[src/rtl/srpq_pkg.sv]
`timescale 1ns / 1ps

package srpq_pkg;

	localparam int VALUE_W  = 32;
	localparam int PRIO_W   = 16;
	localparam int COUNT_W  = 5;

	typedef enum logic {
		OP_INSERT = 1'b0,
		OP_PULL   = 1'b1
	} op_t;

	typedef enum logic [1:0] {
		ST_OK    = 2'd0,
		ST_FULL  = 2'd1,
		ST_EMPTY = 2'd2
	} status_t;

	// One stored entry of the queue.
	typedef struct packed {
		logic signed [PRIO_W-1:0] prio;
		logic [VALUE_W-1:0]       value;
	} entry_t;

	// Command broadcast to every cell in the chain.
	typedef struct packed {
		logic   ins;
		logic   pull;
		entry_t fresh;
	} cell_cmd_t;

	typedef struct packed {
		op_t                      operation;
		logic [VALUE_W-1:0]       item_value;
		logic signed [PRIO_W-1:0] item_priority;
	} req_t;

	typedef struct packed {
		status_t             status;
		logic [VALUE_W-1:0]  pulled_value;
		logic [VALUE_W-1:0]  head_value;
		logic [COUNT_W-1:0]  entry_count;
	} rsp_t;

endpackage

[src/rtl/srpq_cell.sv]
`timescale 1ns / 1ps

module srpq_cell
	import srpq_pkg::*;
(
	input  logic      clk,
	input  cell_cmd_t cmd,
	input  logic      is_head,
	input  entry_t    up,
	input  logic      up_valid,
	input  entry_t    down,
	input  logic      own_valid,
	output entry_t    entry
);

	entry_t entry_q;
	logic   take_up;
	logic   take_new;

	// The new entry goes here if it outranks this cell or it is empty, but not the one above.
	always_comb begin
		take_up  = cmd.ins && up_valid && ($signed(cmd.fresh.prio) > $signed(up.prio));
		take_new = cmd.ins && !take_up && (is_head || up_valid) &&
			(!own_valid || ($signed(cmd.fresh.prio) > $signed(entry_q.prio)));
	end

	always_ff @(posedge clk) begin
		if (cmd.pull) begin
			entry_q <= down;
		end else if (take_up) begin
			entry_q <= up;
		end else if (take_new) begin
			entry_q <= cmd.fresh;
		end
	end

	assign entry = entry_q;

endmodule

[src/rtl/sorted_ring_priority_queue.sv]
`timescale 1ns / 1ps

// Bounded priority queue built as a chain of DEPTH cells kept sorted from the
// head cell down by non-increasing priority; equal priorities leave in arrival
// order. An item is accepted on any clock edge where start is high and busy is
// low. Busy never rises, so a new item may be issued every cycle, and each item
// produces exactly one result in the cycle after it is taken, shown for exactly
// one cycle with done high. The receiver cannot stall, so it must take the
// result in that cycle. Every cell compares the incoming priority with its own
// and with its upper neighbor's in parallel and then shifts, holds or loads,
// which is what sets the rate at one item per cycle. head_value and entry_count
// of a result show the queue as that item left it. An insert into a full queue
// and a pull from an empty one change nothing and report their status with a
// pulled value of zero. DEPTH may range from 2 to 31, the largest count the
// entry_count field can hold.

module sorted_ring_priority_queue
	import srpq_pkg::*;
#(
	parameter int DEPTH = 16
)
(
	input  logic clk,
	input  logic arst_n,
	input  logic start,
	output logic busy,
	input  req_t request,
	output logic done,
	output rsp_t result
);

	localparam int CNT_W = $clog2(DEPTH + 1);

	logic [CNT_W-1:0]   count_q;
	logic               done_q;
	status_t            status_q;
	logic [VALUE_W-1:0] pulled_q;

	entry_t    cell_entry [DEPTH];
	logic      cell_valid [DEPTH];
	cell_cmd_t cmd;
	logic      is_full;
	logic      is_empty;

	// The block finishes an item in the cycle it is taken, so it never pushes back.
	assign busy = 1'b0;

	assign is_full  = (count_q == CNT_W'(DEPTH));
	assign is_empty = (count_q == '0);

	// A rejected insert or pull becomes a no-op for the whole chain.
	always_comb begin
		cmd.ins         = start && (request.operation == OP_INSERT) && !is_full;
		cmd.pull        = start && (request.operation == OP_PULL) && !is_empty;
		cmd.fresh.prio  = request.item_priority;
		cmd.fresh.value = request.item_value;
	end

	// Occupancy follows from the count: the first count_q cells hold entries.
	genvar i;
	generate
		for (i = 0; i < DEPTH; i++) begin : g_cell
			entry_t up_entry;
			logic   up_ok;
			entry_t down_entry;

			assign cell_valid[i] = (CNT_W'(i) < count_q);

			if (i == 0) begin : g_head
				assign up_entry = cell_entry[0];
				assign up_ok    = 1'b0;
			end else begin : g_body
				assign up_entry = cell_entry[i-1];
				assign up_ok    = cell_valid[i-1];
			end

			// The last cell has no lower neighbor; after a pull it is unoccupied anyway.
			if (i == DEPTH - 1) begin : g_tail
				assign down_entry = cell_entry[i];
			end else begin : g_mid
				assign down_entry = cell_entry[i+1];
			end

			srpq_cell u_cell (
				.clk       (clk),
				.cmd       (cmd),
				.is_head   ((i == 0) ? 1'b1 : 1'b0),
				.up        (up_entry),
				.up_valid  (up_ok),
				.down      (down_entry),
				.own_valid (cell_valid[i]),
				.entry     (cell_entry[i])
			);
		end
	endgenerate

	always_ff @(posedge clk or negedge arst_n) begin
		if (!arst_n) begin
			count_q <= '0;
			done_q  <= 1'b0;
		end else begin
			done_q <= start;
			if (cmd.ins) begin
				count_q <= count_q + 1'b1;
			end else if (cmd.pull) begin
				count_q <= count_q - 1'b1;
			end
		end
	end

	// Status and pulled value are captured with the item; the rest is read live.
	always_ff @(posedge clk) begin
		if (start) begin
			if (request.operation == OP_INSERT) begin
				status_q <= is_full ? ST_FULL : ST_OK;
				pulled_q <= '0;
			end else begin
				status_q <= is_empty ? ST_EMPTY : ST_OK;
				pulled_q <= is_empty ? '0 : cell_entry[0].value;
			end
		end
	end

	assign done = done_q;

	always_comb begin
		result.status       = status_q;
		result.pulled_value = pulled_q;
		result.head_value   = is_empty ? '0 : cell_entry[0].value;
		result.entry_count  = COUNT_W'(count_q);
	end

endmodule

[config.mk]
export PLATFORM = sky130hd
export DESIGN_NAME = sorted_ring_priority_queue
export DESIGN_NICKNAME = d
export VERILOG_FILES = /design/src/rtl/srpq_pkg.sv /design/src/rtl/srpq_cell.sv /design/src/rtl/sorted_ring_priority_queue.sv
export SDC_FILE = /design/constraint.sdc
export NUM_CORES = 2
export LEC_CHECK = 0
export BUFFER_PORTS_ARGS = -buffer_cell sky130_fd_sc_hd__clkbuf_2
export CORE_AREA = 2 2 252 316
export CTS_CLUSTER_SIZE = 16
export DETAILED_ROUTE_END_ITERATION = 12
export DIE_AREA = 0 0 254 318
export GPL_ROUTABILITY_DRIVEN = 0
export HOLD_SLACK_MARGIN = 0.02
export PLACE_DENSITY = 0.76
export RECOVER_POWER = 50
export SLEW_MARGIN = 20
export SYNTH_ARGS = -nofsm -noshare
export SYNTH_HDL_FRONTEND = slang
export SYNTH_SLANG_ARGS = --single-unit
[constraint.sdc]
create_clock -name clk -period 7.5 [get_ports clk]
set_input_delay 1.5 -clock clk [delete_from_list [all_inputs] [get_ports clk]]
set_output_delay 1.5 -clock clk [all_outputs]
set_load 0.03 [all_outputs]
Yosys cells after proc, flatten, opt, wreduce, memory -nomap -nowiden
Index checks and enable logic that the tools add are counted.
{"block": "word_totals", "reg_bits": 808, "output_inout_bits": 73}
{"block": "classes", "add_sub_neg": 2, "n_lt_le_gt_ge": 32, "n_eq_ne": 1, "muxes": 52, "bitwise": 2, "reduce_logical": 148}
{"cell": "$mux W48", "n": 46}
{"cell": "$gt A16 B16 Y1", "n": 16}
{"cell": "$logic_and A1 B1 Y1", "n": 80}
{"cell": "$reduce_bool A3 Y1", "n": 14}
{"cell": "$lt A4 B5 Y1 const A", "n": 8}
{"cell": "$logic_not A1 Y1", "n": 33}
{"cell": "$mux W32", "n": 1}
{"cell": "$lt A3 B5 Y1 const A", "n": 4}
{"cell": "$logic_or A1 B1 Y1", "n": 16}
{"cell": "$lt A1 B5 Y1 const A", "n": 2}
{"cell": "$lt A2 B5 Y1 const A", "n": 2}
{"cell": "$mux W5", "n": 2}
{"cell": "$reduce_bool A2 Y1", "n": 3}
{"cell": "$add A5 B1 Y5 const B", "n": 1}
{"cell": "$eq A5 B5 Y1 const B", "n": 1}
{"cell": "$logic_not A5 Y1", "n": 1}
{"cell": "$sub A5 B1 Y5 const B", "n": 1}
{"cell": "$mux W2", "n": 2}
{"cell": "$not A1 Y1", "n": 2}
{"cell": "$reduce_and A2 Y1", "n": 1}
{"cell": "$mux W1", "n": 1}

Longest topological paths before layout
{"block": "logic_depth", "ltp_word": 12, "ltp_mapped": 13, "mapped_depth_nobuf": 9}

Cells and area by module
From an unflattened synthesis, not the netlist that was laid out.
{"block": "hier_totals", "hier_cells": 6330, "area_unflattened_um2": 58613.7}
{"mod": "srpq_cell (g_cell[0].u_cell ...)", "instances": 12, "cells_each": 397, "area_per_inst_um2": 3573.4, "seq_area_each_um2": 1441.4}
{"mod": "srpq_cell (g_cell[7].u_cell ...)", "instances": 3, "cells_each": 330, "area_per_inst_um2": 3313.2, "seq_area_each_um2": 1441.4}
{"mod": "srpq_cell (g_cell[6].u_cell)", "instances": 1, "cells_each": 397, "area_per_inst_um2": 3693.5, "seq_area_each_um2": 1441.4}
{"mod": "sorted_ring_priority_queue", "instances": 1, "cells_each": 179, "area_per_inst_um2": 2099.5, "seq_area_each_um2": 1171.1}

Worst setup path after synthesis
No wires, ideal clock.
{"block": "synth_path", "path_kind": "in2reg", "from": "in request[7] (netlist bit)", "to": "reg g_cell[7].u_cell.entry_q (netlist bit g_cell[7].u_cell.entry[0]), enable pin", "t_arrival_ns": 8.603, "required_time_ns": 6.880, "path_slack_ns": -1.723, "cell_stages": 8, "path_buffers": 0, "path_cell_list": "ha_1 > a21oi_1 > o21ai_0 > a221o_1 > a211o_1 > mux2_2 > nor2b_1 > o311ai_0"}
{"block": "synth_between", "elab_chain_cells": 7, "word_cells_on_any_way": 9, "cone_classes": "order compare: 2; reduce/logical: 7"}
{"item": "start: declaration", "line_no": "sorted_ring_priority_queue.sv:27", "text": "input req_t request,"}
{"item": "$gt A16 B16 Y1", "line_no": "srpq_cell.sv:22", "text": "take_up = cmd.ins && up_valid && ($signed(cmd.fresh.prio) > $signed(up.prio));"}
{"item": "$logic_and A1 B1 Y1", "line_no": "srpq_cell.sv:22"}
{"item": "$logic_not A1 Y1", "line_no": "srpq_cell.sv:23", "text": "take_new = cmd.ins && !take_up && (is_head || up_valid) &&"}
{"item": "$logic_and A1 B1 Y1 (3 in a row)", "line_no": "srpq_cell.sv:23"}
{"item": "$reduce_bool A3 Y1 (no line) (*)"}
{"item": "end signal: assignment", "line_no": "srpq_cell.sv:29", "text": "entry_q <= down;"}
{"item": "end signal: assignment", "line_no": "srpq_cell.sv:31", "text": "entry_q <= up;"}
{"item": "end signal: assignment", "line_no": "srpq_cell.sv:33", "text": "entry_q <= cmd.fresh;"}
{"item": "end: declaration", "line_no": "srpq_cell.sv:16", "text": "entry_t entry_q;"}
Mark *: on every way between the ends. The rest lies on a longest branch, timed or not.
A chain may end at the register's enable or synchronous reset.

Worst setup path in the final report
{"block": "layout_path", "from": "reg count_q[2]", "to": "reg g_cell[1].u_cell.entry_q (netlist bit g_cell[1].u_cell.entry[21]), enable pin"}
{"block": "layout_between", "elab_chain_cells": 10, "word_cells_on_any_way": 17, "cone_classes": "order compare: 2; eq/ne: 1; reduce/logical: 14"}
{"item": "start: declaration", "line_no": "sorted_ring_priority_queue.sv:34", "text": "logic [CNT_W-1:0] count_q;"}
{"item": "start signal: assignment", "line_no": "sorted_ring_priority_queue.sv:104", "text": "count_q <= count_q + 1'b1;"}
{"item": "start signal: assignment", "line_no": "sorted_ring_priority_queue.sv:106", "text": "count_q <= count_q - 1'b1;"}
{"item": "branches (longest 9 deep; another with $lt A1 B5 Y1)"}
{"item": "$reduce_bool A3 Y1 (no line) (*)"}
{"item": "end signal: assignment", "line_no": "srpq_cell.sv:29"}
{"item": "end signal: assignment", "line_no": "srpq_cell.sv:31"}
{"item": "end signal: assignment", "line_no": "srpq_cell.sv:33"}
{"item": "end: declaration", "line_no": "srpq_cell.sv:16"}
Every way passes the cells marked *.

==> flow_metrics.tcl <==
set metrics [dict create \
    status "finished, violations left" \
    violations "capacitance limit, slew limit" \
    antenna_found_initial 6 \
    grt_overflow 0 \
    clock-sinks 808 \
    drc 0 \
    synth.top_cell.area_share 0.547 \
    crit_path_end_kind "flip-flop" \
    pwr_density_cell_nw_per_um2 339 \
    cts_tree "yes" \
    synth_area_um2 44000 \
    place_area_um2 45600 \
    postLayoutCoreUtil 0.618 \
    maxCapViolCount 10 \
    hold_buffers 0 \
    maxSlewHeadroom -1.05 \
    start_kind "flip-flop" \
    synth.largest_area_cell "edfxtp_1" \
    yosys.area_share.adder 0.0736 \
    cts_setup_buffers 0 \
    die_w_um 254 \
    setup_tns_ps 0 \
    synth_xor_area_frac 0.000994 \
    cts_root_buffer "clkbuf_16" \
    startpoint "count_q[2]" \
    fillCellCount 6213 \
    pin_count 125 \
    critPathKind "flip-flop to flip-flop" \
    drtIter0Drc 3616 \
    wl_mm 125 \
    rows 115 \
    drt_first_pass_iters 6 \
    grt_pass1_wl_mm 190 \
    synth.distinct_cells 69 \
    finalPower_mw 16.4 \
    yosys.area_share.simple 0.123 \
    synth-edff-count 802 \
    worst_pin_slew_ps 3080 \
    clk_pin_slew_ps 60 \
    synthTopCellsByCount "827 x nand2_1, 802 x edfxtp_1, 294 x inv_1" \
    final_area_um2 48200 \
    fp.coreArea_um2 78000 \
    static-leakage-power_nw 18.4 \
    grt_max_degree 215 \
    grt_pass1_vias 32700 \
    final_antenna_net_count 0 \
    ys_seq_area_frac 0.550 \
    fin_cells 5113 \
    r2r-start "count_q[2]" \
    postLayoutSetupSlackWorst_ps 1230 \
    dp_cells 4960 \
    grt_use_total 0.309 \
    syn2layout_area_growth_pct 9.47 \
    drv_slew 484 \
    hold_viol_final 0 \
    crit_fanout 103 \
    synth_top_family_by_area "compound AO/OA/AOI/OAI gates" \
    async_flop_share 0.00743 \
    peakVddDrop_uv 264 \
    multi_input_area_um2 17800 \
    final-setup-viol-count 0 \
    yosysMostFrequentCell "nand2_1" \
    hold_path.class "flip-flop to flip-flop" \
    pre_cts_ws_ps 1910 \
    synth_area_leaders "edfxtp_1 55%, ha_1 7.4%, nand2_1 7.0%" \
    regArea_um2 24200 \
    synth.avg_cell_area_um2 11.0 \
    critPathRequiredTime_ps 7530 \
    die_area_um2 80800 \
    viasPerCell 6.56 \
    hold_start "g_cell[9].u_cell.entry[45]" \
    synth.yosys.warnings 0 \
    insertion_delay_ps 670 \
    max_freq_mhz 160 \
    muxShareOfSynthArea 0.0334 \
    synth-compound-area-share 0.167 \
    nets 4304 \
    period_needed_ps 6270 \
    cts-resized-gates 0 \
    ys_ff_latch 808 \
    start_util 0.565 \
    hpwl_mm 80.9 \
    htree_levels 3 \
    syn_inst 4022 \
    vias 33500 \
    wl_per_cell_um 24.4 \
    fin_crit_sh 0.835 \
    ys.flop_type "edfxtp_1" \
    numCtsBuffers 83 \
    finClkSkew_ps 29.5 \
    drive_gt1_frac 0.0794 \
    cp.arrival_ps 6300 \
    syn_nets 4333 \
    clock_path_buffers 3 \
    portBuffers 123 \
    hold_slack_ps 540 \
    die_h_um 318 \
    rsz0062_at_grt "false" \
]
worst paths after layout:
path / cells after the start / slack, ps / endpoint
worst max-delay path: 7 / 1230 / g_cell[1].u_cell.entry[21]
worst min-delay path: 2 / 540 / g_cell[10].u_cell.entry[45]
worst max register to register: 7 / 1230 / g_cell[1].u_cell.entry[21]
worst min register to register: 2 / 540 / g_cell[10].u_cell.entry[45]
max in group asynchronous: 1 / 6570 / count_q[0]
min in group asynchronous: 1 / 710 / count_q[2]
power breakdown:
group	switching [mW]	internal (mW)	total (mW)	leakage (nW)
Sequential	0.670	6.66	7.33	7.77
Clock	1.84	2.47	4.31	1.33
Combinational	3.22	1.50	4.72	9.27
Total	5.73	10.6	16.4	18.4
metal layers:
layer,GRT usage,routed length (µm),up-vias
li1,-,-,15000
met1,0.391,47000,16300
met2,0.494,59100,1811
met3,0.0520,10900,380
met4,0.191,7980,0
met5,0,0,-
cells by family (layout without fill, tap and decap cells):
logic type,Yosys count,after routing
muxes,140,140
buffers and inverters,588,623
and+or+nand+nor,1282,1282
AOI/OAI and AO/OA,939,939
xor gates and xnor gates,5,5
adders and majority gates,259,259
DFF,808,808
other,1,4
layout make-up:
type / instances / area share
clock buffers: 96 / 0.0445
repair buffers: 180 / 0.0214
well taps: 1053 / 0.0273
multi-input cells: 2626 / 0.369
diodes: 3 / 0.000156
inverters: 294 / 0.0229
flip-flops and latches: 808 / 0.503
clock inverters: 53 / 0.0125
critical path: stages (launching register included):
cell and delay (ps):
dfrtp_1 620, nor3_1 940, and2_2 950, nor2b_4 390, nand2_1 1120, buf_12 420, o31ai_1 190, clkbuf_2 960
registers in the layout, indices dropped and copies added, names as in the netlist:
register,count
status_q,2
pulled_q,32
count_q,5
done,1
g_cell.u_cell.entry,768
layout by cell type (no fill, tap or decap), types with 7 or more instances in the layout:
| master | n |
|---|---|
| nor3_1 | 12 |
| nor4_1 | 8 |
| mux2i_1 | 81 |
| a21oi_1 | 94 |
| mux2_2 | 49 |
| nand4_1 | 58 |
| nor2b_1 | 50 |
| clkbuf_2 | 84 |
| bufinv_16 | 12 |
| inv_1 | 294 |
| o211ai_1 | 213 |
| clkinv_2 | 11 |
| a211oi_1 | 12 |
| or3_1 | 8 |
| clkbuf_1 | 65 |
| a21o_1 | 67 |
| nor2_1 | 207 |
| and2_1 | 28 |
| nand2_1 | 826 |
| edfxtp_1 | 802 |
| buf_12 | 7 |
| o21a_1 | 10 |
| and2_0 | 9 |
| buf_4 | 34 |
| o221ai_1 | 229 |
| clkbuf_16 | 84 |
| nand2b_1 | 11 |
| a221o_1 | 169 |
| ha_1 | 259 |
| nand3_1 | 33 |
| o21ai_0 | 88 |
| clkinv_1 | 18 |
Power figures use the tool's default switching activity.
